File: config.mk
export PLATFORM = sky130hd
export DESIGN_NAME = bblur_div
export DESIGN_NICKNAME = d
export VERILOG_FILES = /design/src/rtl/core/bblur_pkg.sv /design/src/rtl/core/bblur_div.sv
export SDC_FILE = /design/constraint.sdc
export NUM_CORES = 1
export LEC_CHECK = 0
export BUFFER_PORTS_ARGS = -buffer_cell sky130_fd_sc_hd__buf_4
export CAP_MARGIN = 10
export CELL_PAD_IN_SITES_DETAIL_PLACEMENT = 2
export CELL_PAD_IN_SITES_GLOBAL_PLACEMENT = 2
export CORE_MARGIN = 2
export CORE_UTILIZATION = 32
export DETAILED_ROUTE_END_ITERATION = 8
export GPL_TIMING_DRIVEN = 0
export PLACE_DENSITY_LB_ADDON = 0.08
export REMOVE_ABC_BUFFERS = 1
export SLEW_MARGIN = 5
export SYNTH_ARGS = -nofsm -noshare
export SYNTH_HDL_FRONTEND = slang
export SYNTH_SLANG_ARGS = --single-unit
File: constraint.sdc
create_clock -name clk -period 2.5 [get_ports clk]
set_clock_uncertainty 0.2 [all_clocks]
set_input_delay 0.25 -clock clk [delete_from_list [all_inputs] [get_ports clk]]
set_output_delay 0.25 -clock clk [all_outputs]
set_load 0.005 [all_outputs]
File: src/rtl/core/bblur_pkg.sv
package bblur_pkg;

  // Frame and window limits.
  localparam int MAX_WIDTH  = 64;
  localparam int MAX_HEIGHT = 64;
  localparam int MAX_WINDOW = 15;

  // Derived widths.
  localparam int COL_W  = $clog2(MAX_WIDTH);
  localparam int ROW_W  = $clog2(MAX_HEIGHT);
  localparam int ADDR_W = COL_W + ROW_W;
  localparam int DIM_W  = 7;
  localparam int WIN_W  = 4;
  localparam int CH_W   = 8;
  localparam int PIX_W  = 3 * CH_W;
  localparam int POS_W  = ((COL_W > ROW_W) ? COL_W : ROW_W) + 2;
  localparam int SUM_W  = $clog2(MAX_WINDOW * MAX_WINDOW * 255 + 1);
  localparam int CNT_W  = $clog2(MAX_WINDOW * MAX_WINDOW + 1);
  localparam int STEP_W = $clog2(SUM_W + 1);

  // Configuration port.
  localparam int CFG_AW = 4;
  localparam int CFG_DW = 32;
  localparam logic [1:0] REG_FRAME_WIDTH  = 2'd0;
  localparam logic [1:0] REG_FRAME_HEIGHT = 2'd1;
  localparam logic [1:0] REG_WINDOW_SIZE  = 2'd2;

  // Command codes.
  localparam logic CMD_STORE = 1'b0;
  localparam logic CMD_READ  = 1'b1;

  typedef logic [SUM_W-1:0] sum_t;
  typedef logic [CNT_W-1:0] cnt_t;
  typedef logic [CH_W-1:0]  chan_t;

  typedef struct packed {
    logic [DIM_W-1:0] frame_width;
    logic [DIM_W-1:0] frame_height;
    logic [WIN_W-1:0] window_size;
  } cfg_regs_t;

  typedef struct packed {
    logic busy;
    logic done;
  } div_stat_t;

  // Frame dimension as used: zero acts as one, large values saturate.
  function automatic logic [DIM_W-1:0] clamp_dim(input logic [DIM_W-1:0] v,
                                                 input logic [DIM_W-1:0] hi);
    logic [DIM_W-1:0] r;
    r = v;
    if (v == '0) r = DIM_W'(1);
    else if (v > hi) r = hi;
    return r;
  endfunction

  // Window side as used.
  function automatic logic [WIN_W-1:0] clamp_win(input logic [WIN_W-1:0] v);
    logic [WIN_W-1:0] r;
    r = v;
    if (v == '0) r = WIN_W'(1);
    else if (32'(v) > MAX_WINDOW) r = WIN_W'(MAX_WINDOW);
    return r;
  endfunction

endpackage

File: src/rtl/core/bblur_div.sv
module bblur_div
  import bblur_pkg::*;
(
  input  logic      clk,
  input  logic      rst_n,
  input  logic      start,
  input  sum_t      dividend [3],
  input  cnt_t      divisor,
  output div_stat_t stat,
  output chan_t     quotient [3]
);

  logic [CNT_W-1:0]  rem_r [3];
  logic [CNT_W-1:0]  rem_nxt [3];
  logic [SUM_W-1:0]  quo_r [3];
  logic [SUM_W-1:0]  quo_nxt [3];
  logic [CNT_W:0]    shifted [3];
  logic [STEP_W-1:0] step_r;
  logic              done_r;

  assign stat.busy = (step_r != '0);
  assign stat.done = done_r;

  // One restoring step per cycle on each of the three channels.
  always_comb begin
    for (int c = 0; c < 3; c++) begin
      shifted[c] = {rem_r[c], quo_r[c][SUM_W-1]};
      if (shifted[c] >= {1'b0, divisor}) begin
        rem_nxt[c] = CNT_W'(shifted[c] - {1'b0, divisor});
        quo_nxt[c] = {quo_r[c][SUM_W-2:0], 1'b1};
      end else begin
        rem_nxt[c] = shifted[c][CNT_W-1:0];
        quo_nxt[c] = {quo_r[c][SUM_W-2:0], 1'b0};
      end
      quotient[c] = quo_r[c][CH_W-1:0];
    end
  end

  // Step counter and completion flag.
  always_ff @(posedge clk) begin
    if (!rst_n) begin
      step_r <= '0;
      done_r <= 1'b0;
    end else if (start) begin
      step_r <= STEP_W'(SUM_W);
      done_r <= 1'b0;
    end else if (step_r != '0) begin
      step_r <= step_r - STEP_W'(1);
      if (step_r == STEP_W'(1)) done_r <= 1'b1;
    end
  end

  // Remainder and quotient shift registers.
  always_ff @(posedge clk) begin
    for (int c = 0; c < 3; c++) begin
      if (start) begin
        rem_r[c] <= '0;
        quo_r[c] <= dividend[c];
      end else if (step_r != '0) begin
        rem_r[c] <= rem_nxt[c];
        quo_r[c] <= quo_nxt[c];
      end
    end
  end

endmodule

[Word level (Yosys, flattened, before mapping)]
Memory sizes are Yosys's and may differ from the RTL's.
Cells that the tools add are included.
W data, S select, Z words.
Word-level totals
  bits in registers: 6
  output and inout port bits: 26
  logic and storage cells: 43
  memories: 2
  input port bits: 59
  memory bits (writable): 72
Memory list
  quo_r: depth 3, width 16, rd ports 3, clocked after Yosys merged registers in 0, write ports 3, RTL line bblur_div.sv:15  | logic [SUM_W-1:0] quo_r [3];
  rem_r: depth 3, width 8, rd ports 3, clocked after Yosys merged registers in 0, write ports 3, RTL line bblur_div.sv:13  | logic [CNT_W-1:0] rem_r [3];
Cells by class
  mux-type cells: 19
  bitwise logic cells: 7
  add/sub/neg operators: 4
  magnitude comparators: 3
  equal/unequal tests: 1
  reductions and logical operators: 4
Operators by type and width (count)
  $mux W16: 3
  $mux W8: 6
  $ge A9 B8 Y1: 3
  $sub A8 B8 Y8: 3
  $mux W5: 2
  $mux W1: 8
  $or A1 B1 Y1: 6
  $eq A5 B1 Y1 const B: 1
  $reduce_bool A5 Y1: 1
  $sub A5 B1 Y5 const B: 1
  $reduce_and A2 Y1: 1
  $reduce_bool A2 Y1: 1
  $reduce_or A2 Y1: 1
  $not A1 Y1: 1

[Logic depth before layout (Yosys ltp)]
  depth in word-level cells: 5
  gate-level depth with buffers: 8
  gate-level depth less buffers: 8

[Worst setup path before layout]
No wires, ideal clock.
  path kind: reg-to-reg
  start: reg step_r[0]
  end: mem quo_r[0][0] (netlist bit) (enable)
  clock period less this slack: 2395 ps
  data required time: 1901 ps
  slack: 105 ps
  buffers on the path: 0
  data arrival time: 1796 ps
  setup time: 399 ps
  cell stages (with the launch flop): 5
  path through: dfxtp_1 > inv_1 > ha_1 > nand2_1 > or2_2
RTL lines
  start, declared: RTL line bblur_div.sv:18  | logic [STEP_W-1:0] step_r;
  start signal, assigned: RTL line bblur_div.sv:45  | step_r <= STEP_W'(SUM_W);
  start signal, assigned: RTL line bblur_div.sv:48  | step_r <= step_r - STEP_W'(1);
  end, declared: RTL line bblur_div.sv:15

==> parameters.txt <==
Parameter                              Value

Synthesis
  Area fraction of the dominant cell type after synthesis    roughly 44%
  Share of synthesized flip-flops with an asynchronous set or reset    0%
  Yosys Warn Count    0
  Mapped Cells    a little over 500
  Cell area after synthesis    around 4900 um2
  Cell accounting for the most synthesized area    sky130_fd_sc_hd__edfxtp_1
  Seq/Total Area, Yosys    a little under half
  Average size of a mapped cell    around 9.6 um2
  EDFF count, synth    between 70 and 80
  Flip-flop and latch count after synthesis    a little under 80
  Post-synthesis cell type count    53
  Cell types with the largest area share after synthesis    sky130_fd_sc_hd__edfxtp_1 44%, sky130_fd_sc_hd__nand2_1 12%, sky130_fd_sc_hd__ha_1 6.6%
  Dominant register cell in the synthesized netlist    sky130_fd_sc_hd__edfxtp_1

STA
  Hold Worst Slack    0.0002168 ns
  Worst-margin pin slew    just over 0.8 ns
  Unrepaired setup endpoints after global routing    false
  Slew HR    46.36%
  Number of failing hold endpoints at the final stage    0
  Setup violators final    0
  Highest clock frequency the design can meet    between 400 and 500 MHz
  Period utilization    96.53%
  Total count of max-transition violations in the final report    0
  Min cycle time layout    ~2.4 ns

Pwr
  Relative contribution of the clock network to total power    approximately a fifth
  Switch share    between 30% and 40%
  Sequential cell fraction of total power    34.9%
  Worst VDD drop    about 0.38 mV
  Cell internal power dissipation    between 0.003 and 0.004 W
  Post-layout total power    around 0.0062 W
  Share of power burned in combinational logic    44.5%
  NetSw    around 0.0024 W
  P_leak    2.799 nW
  Power per unit of standard cell area    slightly below 1000 nW/um2

Cells and area
  Area growth from synthesis to layout    29.51%
  Fraction of final layout cells with drive strength greater than 1    20.57%
  Final std cell area, no fill    roughly 6400 um2
  Fillers    around 1,600
  Total inserted antenna cells    0
  Final cell utilization of the core    42.14%
  Layout Nets    710

GRT
  Pin count of the biggest net entering global routing    67
  GR Util met3    roughly 3.7%
  Antenna violations before repair    0
  Wire length of the first global-routing pass    23.83 mm
  Number of global-route vias before repair    4,658
  Overall track demand over capacity in global routing    18.60%
  Grt total ovfl    0
  Met2 track demand over resource in global routing    between 30% and 40%
  Global routing usage on met1    22.28%
  Peak-usage layer in the global routing report    met2

Worst setup path
  Highest net fanout along the worst path    7
  WS Path Type    flop to flop
  Crit end category    flop
  Cells on worst reg2reg path    5
  Worst path required time    2.36 ns
  Worst endpoint data arrival time    2.28 ns
  Startpoint type of the worst setup path    flop

Clock network
  Source-to-sink clock delay at the later pin of the worst-skew pair    between 0.3 and 0.4 ns
  Maximum buffer depth of the clock tree    2
  Total clock buffers created by CTS    9
  Maximum level of the CTS H-tree    3
  Buffer type at the clock tree root    sky130_fd_sc_hd__clkbuf_16
  Clk sink count    78
  Clock tree from TritonCTS    yes
  Clock transition at path regs    0.06 ns

Detailed routing
  DRC violation count after routing    0
  Per-cell routed wire length    17.87 um
  Total via count in the routed design    roughly 4,200
  Number of antenna-violating nets in the routed design    0
  DRT Pass-1 Iters    4
  Violation count after the first detailed-routing iteration    between 100 and 150
  Via-to-Cell Ratio    between 5 and 6
  Post-detailed-routing wire length    roughly 15 mm

Placed design
  Total cell area at the placement stage    5580 um2
  Count of input and output buffers    84
  Final weighted congestion in routability-driven placement    between 0.7 and 0.8
  Detailed Place HPWL    9.592 mm

Floorplanning
  Area of the die    16,350 um2
  Die Height    about 130 um
  Placement row count    45
  Initial core utilization    roughly 33%
  Floorplan Core Area    between 15,000 and 20,000 um2
  I/O Pins    85
  Die width    127.9 um

Outcome
  Outcome    completed

Worst hold path
  Class of the worst hold path    input port to flop
  Hold Crit Depth    3

Job
  Max-cap violations    0
==> critical path: stages (launching register included) <==
cell and delay [ns]:
sky130_fd_sc_hd__edfxtp_1 0.41, sky130_fd_sc_hd__ha_1 0.38, sky130_fd_sc_hd__a21o_1 0.30, sky130_fd_sc_hd__a2111oi_0 0.56, sky130_fd_sc_hd__a211o_1 0.21, sky130_fd_sc_hd__a211oi_1 0.07
==> final cells by class <==
| class | count | area (um2) | area share, % |
|---|---|---|---|
| clock inverter | 7 | 48.80 | 0.7674 |
| timing repair buffer | 138 | 1181 | 18.58 |
| multi-input combinational | 376 | 2313 | 36.38 |
| sequential | 78 | 2283 | 35.91 |
| inverter | 19 | 71.32 | 1.122 |
| clock buffer | 9 | 225.2 | 3.542 |
| tap | 188 | 235.2 | 3.699 |
==> power groups by stage <==
stage                     Clock, W  Combinational (W)  Sequential (W)
after floorplan                  0            0.00177         0.00213
after global routing       0.00135            0.00309         0.00222
after global placement           0            0.00248         0.00218
after detailed placement         0            0.00263         0.00218
final                      0.00127            0.00276         0.00216
after CTS                  0.00131            0.00272         0.00216
==> through the flow <==
step           TNS [ns]  cells  setup WS (ns)
6_report              0    815        0.08666
5_1_grt               0    815       0.007236
4_1_cts               0    808        0.02314
3_5_place_dp   -0.01516    747       -0.01368
3_3_place_gp    -110.22    745         -1.149
2_1_floorplan  -0.07800    473       -0.07617
==> sequential cells by signal, indices dropped and copies added (netlist names) <==
name	flops
quo_r	48
rem_r	24
step_r	5
done_r	1
==> cells in the mapped netlist, drive strengths merged (6+ instances only) <==
| cell type | number |
|---|---|
| edfxtp | 72 |
| nor2b | 12 |
| dfxtp | 6 |
| nor3 | 14 |
| inv | 19 |
| and3 | 6 |
| a31oi | 6 |
| a211oi | 11 |
| nor2 | 17 |
| buf | 34 |
| a21oi | 29 |
| nand3 | 16 |
| xnor2 | 6 |
| nand2 | 154 |
| o21ai | 17 |
| ha | 26 |
==> layer usage <==
layer / vias to the layer above / wire, um
li1: 2014 / -
met1: 2055 / 6497
met2: 67 / 7329
met3: 16 / 448
met4: 0 / 285
met5: - / 0
==> repair_timing <==
action                     CTS  global route
hold endpoints to repair    46             0
pin swaps                    1             5
resized for setup            0             1
hold buffers                45             0
setup endpoints to repair    1             6
buffers inserted             0             7
==> placed cells by master (no fill, tap or decap), types with 3 or more instances in the layout <==
cell type and instances:
sky130_fd_sc_hd__o21ai_0 16, sky130_fd_sc_hd__a211oi_1 9, sky130_fd_sc_hd__or3_1 4, sky130_fd_sc_hd__inv_1 19, sky130_fd_sc_hd__nand2_1 153, sky130_fd_sc_hd__buf_4 91, sky130_fd_sc_hd__dlygate4sd3_1 45, sky130_fd_sc_hd__o211a_1 3
sky130_fd_sc_hd__clkbuf_16 9, sky130_fd_sc_hd__clkinv_4 3, sky130_fd_sc_hd__a211o_1 5, sky130_fd_sc_hd__nor2_1 16, sky130_fd_sc_hd__xnor2_1 6, sky130_fd_sc_hd__a21oi_1 25, sky130_fd_sc_hd__o21a_1 5, sky130_fd_sc_hd__ha_1 26
sky130_fd_sc_hd__nand2b_1 3, sky130_fd_sc_hd__a31oi_1 4, sky130_fd_sc_hd__a21o_1 4, sky130_fd_sc_hd__edfxtp_1 72, sky130_fd_sc_hd__o31a_1 3, sky130_fd_sc_hd__and3_1 6, sky130_fd_sc_hd__nor2b_1 12, sky130_fd_sc_hd__fa_1 3
sky130_fd_sc_hd__nor3b_1 3, sky130_fd_sc_hd__dfxtp_1 5, sky130_fd_sc_hd__o211ai_1 3, sky130_fd_sc_hd__nand3_1 16, sky130_fd_sc_hd__o311ai_0 3, sky130_fd_sc_hd__nor3_1 13
==> cells by family (layout without fill, tap and decap cells) <==
family / count (synthesis) / in the layout / share of synthesized area (%)
xor gates and xnor gates: 6 / 6 / 1.070
muxes: 2 / 2 / 0.4078
DFF: 78 / 78 / 46.48
and+or+nand+nor: 237 / 237 / 21.13
AOI/OAI and AO/OA: 102 / 102 / 16.31
buffers and inverters: 57 / 173 / 6.753
adders and majority gates: 29 / 29 / 7.849
==> final timing paths <==
| path | from | endpoint | slack [ns] |
|---|---|---|---|
| worst min-delay path | dividend[9] | quo_r[2][9] | 0.0002 |
| worst max register to register | rem_r[1][5] | rem_r[1][7] | 0.09 |
| worst max-delay path | rem_r[1][5] | rem_r[1][7] | 0.09 |
| worst min register to register | done_r | done_r | 0.29 |
Note: power is estimated with default switching activity, not from simulation.
