### src/rtl/core/bblur_pkg.sv
package bblur_pkg;

  // Frame and window limits.
  localparam int MAX_WIDTH  = 64;
  localparam int MAX_HEIGHT = 64;
  localparam int MAX_WINDOW = 15;

  // Derived widths.
  localparam int COL_W  = $clog2(MAX_WIDTH);
  localparam int ROW_W  = $clog2(MAX_HEIGHT);
  localparam int ADDR_W = COL_W + ROW_W;
  localparam int DIM_W  = 7;
  localparam int WIN_W  = 4;
  localparam int CH_W   = 8;
  localparam int PIX_W  = 3 * CH_W;
  localparam int POS_W  = ((COL_W > ROW_W) ? COL_W : ROW_W) + 2;
  localparam int SUM_W  = $clog2(MAX_WINDOW * MAX_WINDOW * 255 + 1);
  localparam int CNT_W  = $clog2(MAX_WINDOW * MAX_WINDOW + 1);
  localparam int STEP_W = $clog2(SUM_W + 1);

  // Configuration port.
  localparam int CFG_AW = 4;
  localparam int CFG_DW = 32;
  localparam logic [1:0] REG_FRAME_WIDTH  = 2'd0;
  localparam logic [1:0] REG_FRAME_HEIGHT = 2'd1;
  localparam logic [1:0] REG_WINDOW_SIZE  = 2'd2;

  // Command codes.
  localparam logic CMD_STORE = 1'b0;
  localparam logic CMD_READ  = 1'b1;

  typedef logic [SUM_W-1:0] sum_t;
  typedef logic [CNT_W-1:0] cnt_t;
  typedef logic [CH_W-1:0]  chan_t;

  typedef struct packed {
    logic [DIM_W-1:0] frame_width;
    logic [DIM_W-1:0] frame_height;
    logic [WIN_W-1:0] window_size;
  } cfg_regs_t;

  typedef struct packed {
    logic busy;
    logic done;
  } div_stat_t;

  // Frame dimension as used: zero acts as one, large values saturate.
  function automatic logic [DIM_W-1:0] clamp_dim(input logic [DIM_W-1:0] v,
                                                 input logic [DIM_W-1:0] hi);
    logic [DIM_W-1:0] r;
    r = v;
    if (v == '0) r = DIM_W'(1);
    else if (v > hi) r = hi;
    return r;
  endfunction

  // Window side as used.
  function automatic logic [WIN_W-1:0] clamp_win(input logic [WIN_W-1:0] v);
    logic [WIN_W-1:0] r;
    r = v;
    if (v == '0) r = WIN_W'(1);
    else if (32'(v) > MAX_WINDOW) r = WIN_W'(MAX_WINDOW);
    return r;
  endfunction

endpackage

### src/rtl/core/bblur_cfg.sv
module bblur_cfg
  import bblur_pkg::*;
(
  input  logic              clk,
  input  logic              rst_n,
  input  logic              cfg_psel,
  input  logic              cfg_penable,
  input  logic              cfg_pwrite,
  input  logic [CFG_AW-1:0] cfg_paddr,
  input  logic [CFG_DW-1:0] cfg_pwdata,
  output logic [CFG_DW-1:0] cfg_prdata,
  output logic              cfg_pready,
  output cfg_regs_t         regs
);

  cfg_regs_t  regs_r;
  logic [1:0] reg_idx;
  logic       wr_hit;

  assign reg_idx    = cfg_paddr[CFG_AW-1:2];
  assign cfg_pready = 1'b1;
  assign wr_hit     = cfg_psel && cfg_penable && cfg_pwrite && cfg_pready;
  assign regs       = regs_r;

  // Register writes in the access phase; unknown indexes are ignored.
  always_ff @(posedge clk) begin
    if (!rst_n) begin
      regs_r.frame_width  <= DIM_W'(MAX_WIDTH);
      regs_r.frame_height <= DIM_W'(MAX_HEIGHT);
      regs_r.window_size  <= WIN_W'(3);
    end else if (wr_hit) begin
      case (reg_idx)
        REG_FRAME_WIDTH:  regs_r.frame_width  <= cfg_pwdata[DIM_W-1:0];
        REG_FRAME_HEIGHT: regs_r.frame_height <= cfg_pwdata[DIM_W-1:0];
        REG_WINDOW_SIZE:  regs_r.window_size  <= cfg_pwdata[WIN_W-1:0];
        default: ;
      endcase
    end
  end

  // Read back.
  always_comb begin
    case (reg_idx)
      REG_FRAME_WIDTH:  cfg_prdata = CFG_DW'(regs_r.frame_width);
      REG_FRAME_HEIGHT: cfg_prdata = CFG_DW'(regs_r.frame_height);
      REG_WINDOW_SIZE:  cfg_prdata = CFG_DW'(regs_r.window_size);
      default:          cfg_prdata = '0;
    endcase
  end

endmodule

### config.mk
export PLATFORM = sky130hd
export DESIGN_NAME = bblur_cfg
export DESIGN_NICKNAME = d
export VERILOG_FILES = /design/src/rtl/core/bblur_pkg.sv /design/src/rtl/core/bblur_cfg.sv
export SDC_FILE = /design/constraint.sdc
export NUM_CORES = 1
export LEC_CHECK = 0
export BUFFER_PORTS_ARGS = -buffer_cell sky130_fd_sc_hd__buf_2
export CORE_AREA = 2 2 49 97
export DETAILED_ROUTE_END_ITERATION = 10
export DIE_AREA = 0 0 51 99
export PLACE_DENSITY_LB_ADDON = 0.12
export SLEW_MARGIN = 20
export SYNTH_ARGS = -nofsm -noshare
export SYNTH_HDL_FRONTEND = slang
export SYNTH_SLANG_ARGS = --single-unit
### constraint.sdc
create_clock -name clk -period 1.05 [get_ports clk]
set_clock_uncertainty 0.2 [all_clocks]
set_input_delay 0.21 -clock clk [delete_from_list [all_inputs] [get_ports clk]]
set_output_delay 0.21 -clock clk [all_outputs]
set_load 0.005 [all_outputs]
# Yosys cells after proc, flatten, opt, wreduce, memory -nomap -nowiden
# Cells that the tools add are included.
# classes
eq_ne,2
reduce_logical,6
n_mux,1
# op_table
op,count
7-bit one-hot mux with 3 select lines,1
2-bit AND reduction,3
"2-bit by 1-bit == test with 1-bit output, second input constant",1
"2-bit == test, second input constant",1
1-bit logical AND,2
2-bit logical NOT,1
# totals
output_inout_bits,51
register_bits,18
inputBits,41

# Depth between registers and ports, before layout
# Gate-level depths: netlist of run 1.
# logic_depth
word_depth,3
ltp_mapped,5
mapped_depth_nobuf,3

# Worst setup path before layout of run 1
# OpenSTA, ideal clock, no wires.
# synth_path
kind,input to register
startpoint,input cfg_paddr[2]
endpoint,register regs_r (netlist bit regs[2])
slack_ns,-0.120
path_stages,5
n_path_buf,2
setup_ns,0.072
t_required_ns,0.778
arrival_time_ns,0.898
cell_sequence,buf_6 nor2b_4 and2_4 buf_6 mux2i_1
# synth_between
elab_chain_cells,2
# synth_rtl
element,line_no,source
start: declaration,bblur_cfg.sv:9,"input logic [CFG_AW-1:0] cfg_paddr,"
2-bit == test,bblur_cfg.sv:32,case (reg_idx)
2-bit AND reduction (no line),--,
end: declaration,bblur_cfg.sv:16,cfg_regs_t regs_r;
# Every way passes these cells.
# A chain may end at the register's enable or synchronous reset.

# Final worst setup path of run 1
# layout_path
startpoint,register regs_r (netlist bit regs[11])
endpoint,output cfg_prdata[0]
# layout_between
elab_chain_cells,1
# layout_rtl
element,line_no,source
7-bit one-hot mux with 3 select lines,bblur_cfg.sv:43,case (reg_idx)
end: declaration,bblur_cfg.sv:11,"output logic [CFG_DW-1:0] cfg_prdata,"
# Every way passes these cells.

==> out/metrics.cfg, run 1 <==
[run_status]
status=complete, but fails checks
violations=setup timing

[synth]
ys_ff_latch=18
synth_top_area_share_pct=33.4
synth-async-reset-ratio_pct=0
synth_most_common_cell=buf_4
syn_area_mm2=0.00108
synth_edf_count=0
synth_area_per_cell_um2=8.91
synth_area_leaders=dfxtp_1 33%, mux2i_1 21%, buf_4 19%
yosysUniqueCellTypes=20
netlist_instances=121
yosys_warnings=0
synth_ff_type=dfxtp_1
synth_top_area_cell=dfxtp_1
yosysSeqAreaShare_pct=33.4
synth_common_cells=27 x buf_4, 24 x nand2_1, 23 x mux2i_1

[timing]
rsz0062_at_grt=yes
maxSlewViolCount=0
min_period_ns=1.34
timing.final.hold_violations=0
setup_viol=25
min_period_over_period_pct=127
fin_ws_ns=-0.289
fmax_ghz=0.747

[cells_and_area]
area_delta_synth_final_pct=52.9
multi_input_area_um2=554
drive_gt1_share_pct=52.2
final_nets=227
regArea_um2=383
n_antenna_cell=0
final_cells=238
largest_reg_flops=18
n_fill_cell=480
postLayoutCoreUtil_pct=38.4

[floorplanning]
dieArea_mm2=0.00505
start_util_pct=25.1
dieWidth_um=51
fp.dieH_um=99
io_pins=92
core_mm2=0.00430
rows=34

[clock_network]
cts_max_level=1
cts_inserted_buffers=3
clk_latency_ns=0.25
cts_root_buffer=clkbuf_8
cts.sinks=18
clock_path_buffers=2
cts_tree=done
cts_hold_buf=0
clk_pin_slew_worst_paths_ns=0.07

[critical_path]
worst_ep_arrival_time_ns=0.93
crit_fanout=2
start_kind=register
required_ns=0.64
crit_path_end_kind=primary output
path_class=reg2out
slowest_delay_ns=0.33
crit_chain=mux2i_1, o21ai_1, buf_2
worst_path_max_delay_cell=dfxtp_2

[power_and_ir_drop]
cellPowerDensity_mw_per_mm2=848
vdd_drop_max_mv=0.530
leakagePower_nw=0.839

[detailed_routing]
ant_nets=0
wirelength_um=2830
avgViaCountPerCell=3.99
vias=949
routedWlPerCell_um=11.9
dr.pass1.iters=4
drt_iter0_markers=4
drc=0

[placed_design]
port_buffers=38
globalplace.congestion=0.770
dp_cells=228
dp_worst_setup_slack_ns=-0.363
dp_hpwl_um=2320

[global_route]
grt_pass1_wl_um=4440
grtUsageTotal_pct=11.6
grt_max_degree=15
antenna_found_initial=0
gr-total-overflow=0
grt_pass1_vias=932

[worst_hold_path]
hold_path_class=in2reg

[flow_run]
cap_violations=0

-- placed cells by master (no fill, tap or decap) --
cell      instances
nor2b_2           1
and3_4            1
nor2b_4           1
and2_4            1
nor2b_1           2
o21ai_1           4
nand3b_1          1
nor3b_2           1
buf_6            32
conb_1           26
nor2_1            3
buf_12            1
dfxtp_2          18
clkbuf_8          3
o211ai_1          1
buf_4            14
nand2_1          24
o211ai_2          1
nand3_1           2
buf_2            22
inv_1             2
mux2i_1          23
-- kinds of logic after synthesis --
family	count (synthesis)	synth area share [%]
AO/OA/AOI/OAI	6	3.71
flip-flops	18	33.4
AND/OR/NAND/NOR	37	17.1
other	2	0.696
multiplexers	23	21.3
buffers and inverters	35	23.8
-- worst paths after layout --
kind                    startpoint               endpoint  slack, ns  cells past startpoint
max reg2reg  regs[10]$_SDFFE_PN1P_  regs[10]$_SDFFE_PN1P_       0.04                      4
max          regs[11]$_SDFFE_PN0P_          cfg_prdata[0]      -0.29                      3
min                  cfg_pwdata[4]  regs[15]$_SDFFE_PN0P_       0.02                      3
min reg2reg  regs[16]$_SDFFE_PN0P_  regs[16]$_SDFFE_PN0P_       0.27                      2
-- report_power, final --
part | internal [W] | switching, W
clock | 0.000255 | 0.000223
combinational | 0.000109 | 0.000112
sequential | 0.000694 | 0.00000631
-- critical path, delay by kind of cell, from the launching register on --
family                 cells  cell delay (ns)
AOI/OAI and AO/OA          1             0.15
buffers and inverters      1             0.14
DFF                        1             0.33
muxes                      1             0.06
-- per-layer routing --
metal | wire (µm) | share of wire, % | GRT usage (%) | vias to the layer above
li1 | - | - | - | 464
met1 | 959 | 34 | 11.8 | 449
met2 | 1710 | 60 | 21.9 | 32
met3 | 124 | 4.4 | 1.52 | 4
met4 | 44 | 1.6 | 5.82 | 0
met5 | 0 | 0 | 0 | -
-- layout make-up --
type                            instances  share of cell area (%)
Tap cell                               54                    4.10
Clock buffer                            3                    2.50
Timing Repair Buffer                   69                    36.1
Multi-Input combinational cell         92                    33.6
Sequential cell                        18                    23.2
Inverter                                2                   0.455
-- stage by stage --
| stage | hold slack (ns) | power (W) | setup TNS, ns | area (µm²) |
|---|---|---|---|---|
| after global placement | 0.261 | 0.000904 | -6.20 | 1370 |
| after global routing | 0.0280 | 0.00149 | -5.50 | 1650 |
| final | 0.0191 | 0.00140 | -4.26 | 1650 |
| after floorplan | 0.170 | 0.000894 | -1.12 | 1190 |
| after detailed placement | 0.271 | 0.000907 | -6.49 | 1370 |
| after CTS | 0.0131 | 0.00142 | -4.56 | 1610 |
-- what timing repair did --
item,in CTS,in global routing
pin swaps,1,1
gates resized for setup,50,7
buffers inserted,4,5
setup endpoints to repair,27,32
Note: power is estimated with default switching activity, not from simulation.
==> run 2: changes to the inputs <==
- BUFFER_PORTS_ARGS: -buffer_cell sky130_fd_sc_hd__buf_2 -> -buffer_cell sky130_fd_sc_hd__buf_4
- REMOVE_ABC_BUFFERS: default -> 1
- clock period: 1.05 -> 1.7 ns (I/O delays scaled with it)
==> out/metrics.cfg, run 2 (synthesized netlist as in run 1, its figures left out) <==
[run_status]
status=finished clean

[critical_path]
timing.rr.start=regs[5]$_SDFFE_PN0P_
crit_chain=buf_4, nor2b_4, nand2_1, o21ai_1, buf_4
r2r_slack_ns=0.88
rr_worst_depth=2
slowest_delay_ns=0.21
crit_path_start=cfg_paddr[2]
crit_fanout=10
crit_buf_inv=2
worst_ep_arrival_time_ns=1.02
crit_path_end_kind=primary output
crit_top_cell=buf_4
cp.depth=5
crit_family=buffers and inverters
start_kind=input port
path_class=in2out
r2r-end=regs[5]$_SDFFE_PN0P_
worst_path_max_delay_cell=nor2b_4
required_ns=1.16
worstSetupEndpoint=cfg_prdata[2]

[timing]
min_period_over_period_pct=91.9
fmax_ghz=0.640
fin_ws_ns=0.137
min_period_ns=1.56
setup_viol=0
timing.final.hold_violations=0
rsz0062_at_grt=no
worst_hold_slack_ns=0.142
maxSlewViolCount=0
tns_ns=0

[global_route]
grt_pass1_wl_um=3770
grt_max_degree=26
grtUsageTotal_pct=9.71
gr-total-overflow=0
grt_pass1_vias=760
antenna_found_initial=0

[detailed_routing]
drc=0
avgViaCountPerCell=3.98
drt_iter0_markers=13
ant_nets=0
met3_length_um=177
vias=844
highest_layer=met4
met2WireLength_um=1280
routedWlPerCell_um=11.2
met1_length_um=883
dr.pass1.iters=4
wirelength_um=2370

[cells_and_area]
n_fill_cell=478
final_nets=200
multi_input_area_um2=552
design_area_mm2=0.00137
n_antenna_cell=0
regArea_um2=360
final_cell_mix=41 x buf_4, 26 x conb_1, 24 x nand2_1, 23 x mux2i_1, 18 x dfxtp_1
area_delta_synth_final_pct=27.0
drive_gt1_share_pct=32.3
largest_reg_flops=18
layout_commonest_cell=buf_4

[clock_network]
cts_tree=done
cts_root_buffer=clkbuf_8
clk_pin_slew_worst_paths_ns=0.07
cts_max_level=1
cts_inserted_buffers=3
cts_setup_buffers=0
clk_latency_ns=0.25
cts.sinks=18
clock_path_buffers=2

[placed_design]
postPlaceCellArea_mm2=0.00132
dp_hpwl_um=1920
dp_worst_setup_slack_ns=0.0999
globalplace.congestion=0.678
port_buffers=38

[power_and_ir_drop]
leakagePower_nw=0.686
cellPowerDensity_mw_per_mm2=652
vdd_drop_max_mv=0.538

[flow_run]
cap_violations=0

[floorplanning]
start_util_pct=25.1
dieArea_mm2=0.00505
core_mm2=0.00430
fp.dieH_um=99
dieWidth_um=51
rows=34
io_pins=92

[worst_hold_path]
hold_path_class=in2reg

[run 2: cell type report]
class	instances	share of cell area, %
Clock buffer	4	4.02
Inverter	2	0.548
Multi-Input combinational cell	92	40.3
Sequential cell	18	26.3
Tap cell	54	4.93
Timing Repair Buffer	42	23.9
[run 2: how the worst min path moves through the flow]
| stage | cells past startpoint | from | slack (ns) | endpoint |
|---|---|---|---|---|
| 2_1_floorplan | 1 | rst_n | 0.20 | regs[1]$_SDFFE_PN1P_ |
| 3_3_place_gp | 2 | regs[11]$_SDFFE_PN0P_ | 0.26 | regs[11]$_SDFFE_PN0P_ |
| 3_5_place_dp | 2 | regs[12]$_SDFFE_PN0P_ | 0.28 | regs[12]$_SDFFE_PN0P_ |
| 4_1_cts | 3 | cfg_pwdata[0] | 0.14 | regs[0]$_SDFFE_PN1P_ |
| 5_1_grt | 3 | cfg_pwdata[1] | 0.14 | regs[1]$_SDFFE_PN1P_ |
| 6_report | 3 | cfg_pwdata[0] | 0.14 | regs[0]$_SDFFE_PN1P_ |
[run 2: metal layers]
metal | vias up | track usage [%]
met5 | - | 0
met4 | 0 | 3.74
met3 | 2 | 1.36
met2 | 47 | 17.2
met1 | 383 | 11.4
li1 | 412 | -
[run 2: through the flow]
| step | std cells | total power, W | util, % |
|---|---|---|---|
| 4_1_cts | 212 | 0.000906 | 31.9 |
| 6_report | 212 | 0.000894 | 31.9 |
| 3_3_place_gp | 208 | 0.000557 | 30.6 |
| 3_5_place_dp | 208 | 0.000557 | 30.6 |
| 2_1_floorplan | 112 | 0.000486 | - |
| 5_1_grt | 212 | 0.000942 | 31.9 |
[run 2: worst register-to-register path, stage by stage (launching register included)]
cell and delay [ns]:
dfxtp_1 0.36, nand2_1 0.06, mux2i_1 0.13
[run 2: report_power, final]
group,internal [W],switching (W),leakage (nW)
clock,0.000206,0.000143,0.0288
sequential,0.000427,0.00000449,0.146
combinational,0.0000540,0.0000595,0.512
total,0.000687,0.000207,0.686
[run 2: timing repair]
item | 4_1_cts | 5_1_grt
endpoints found under the setup margin | 0 | 1
hold buffers | 0 | 0
resized for setup | 0 | 1
hold endpoints to repair | 0 | 0
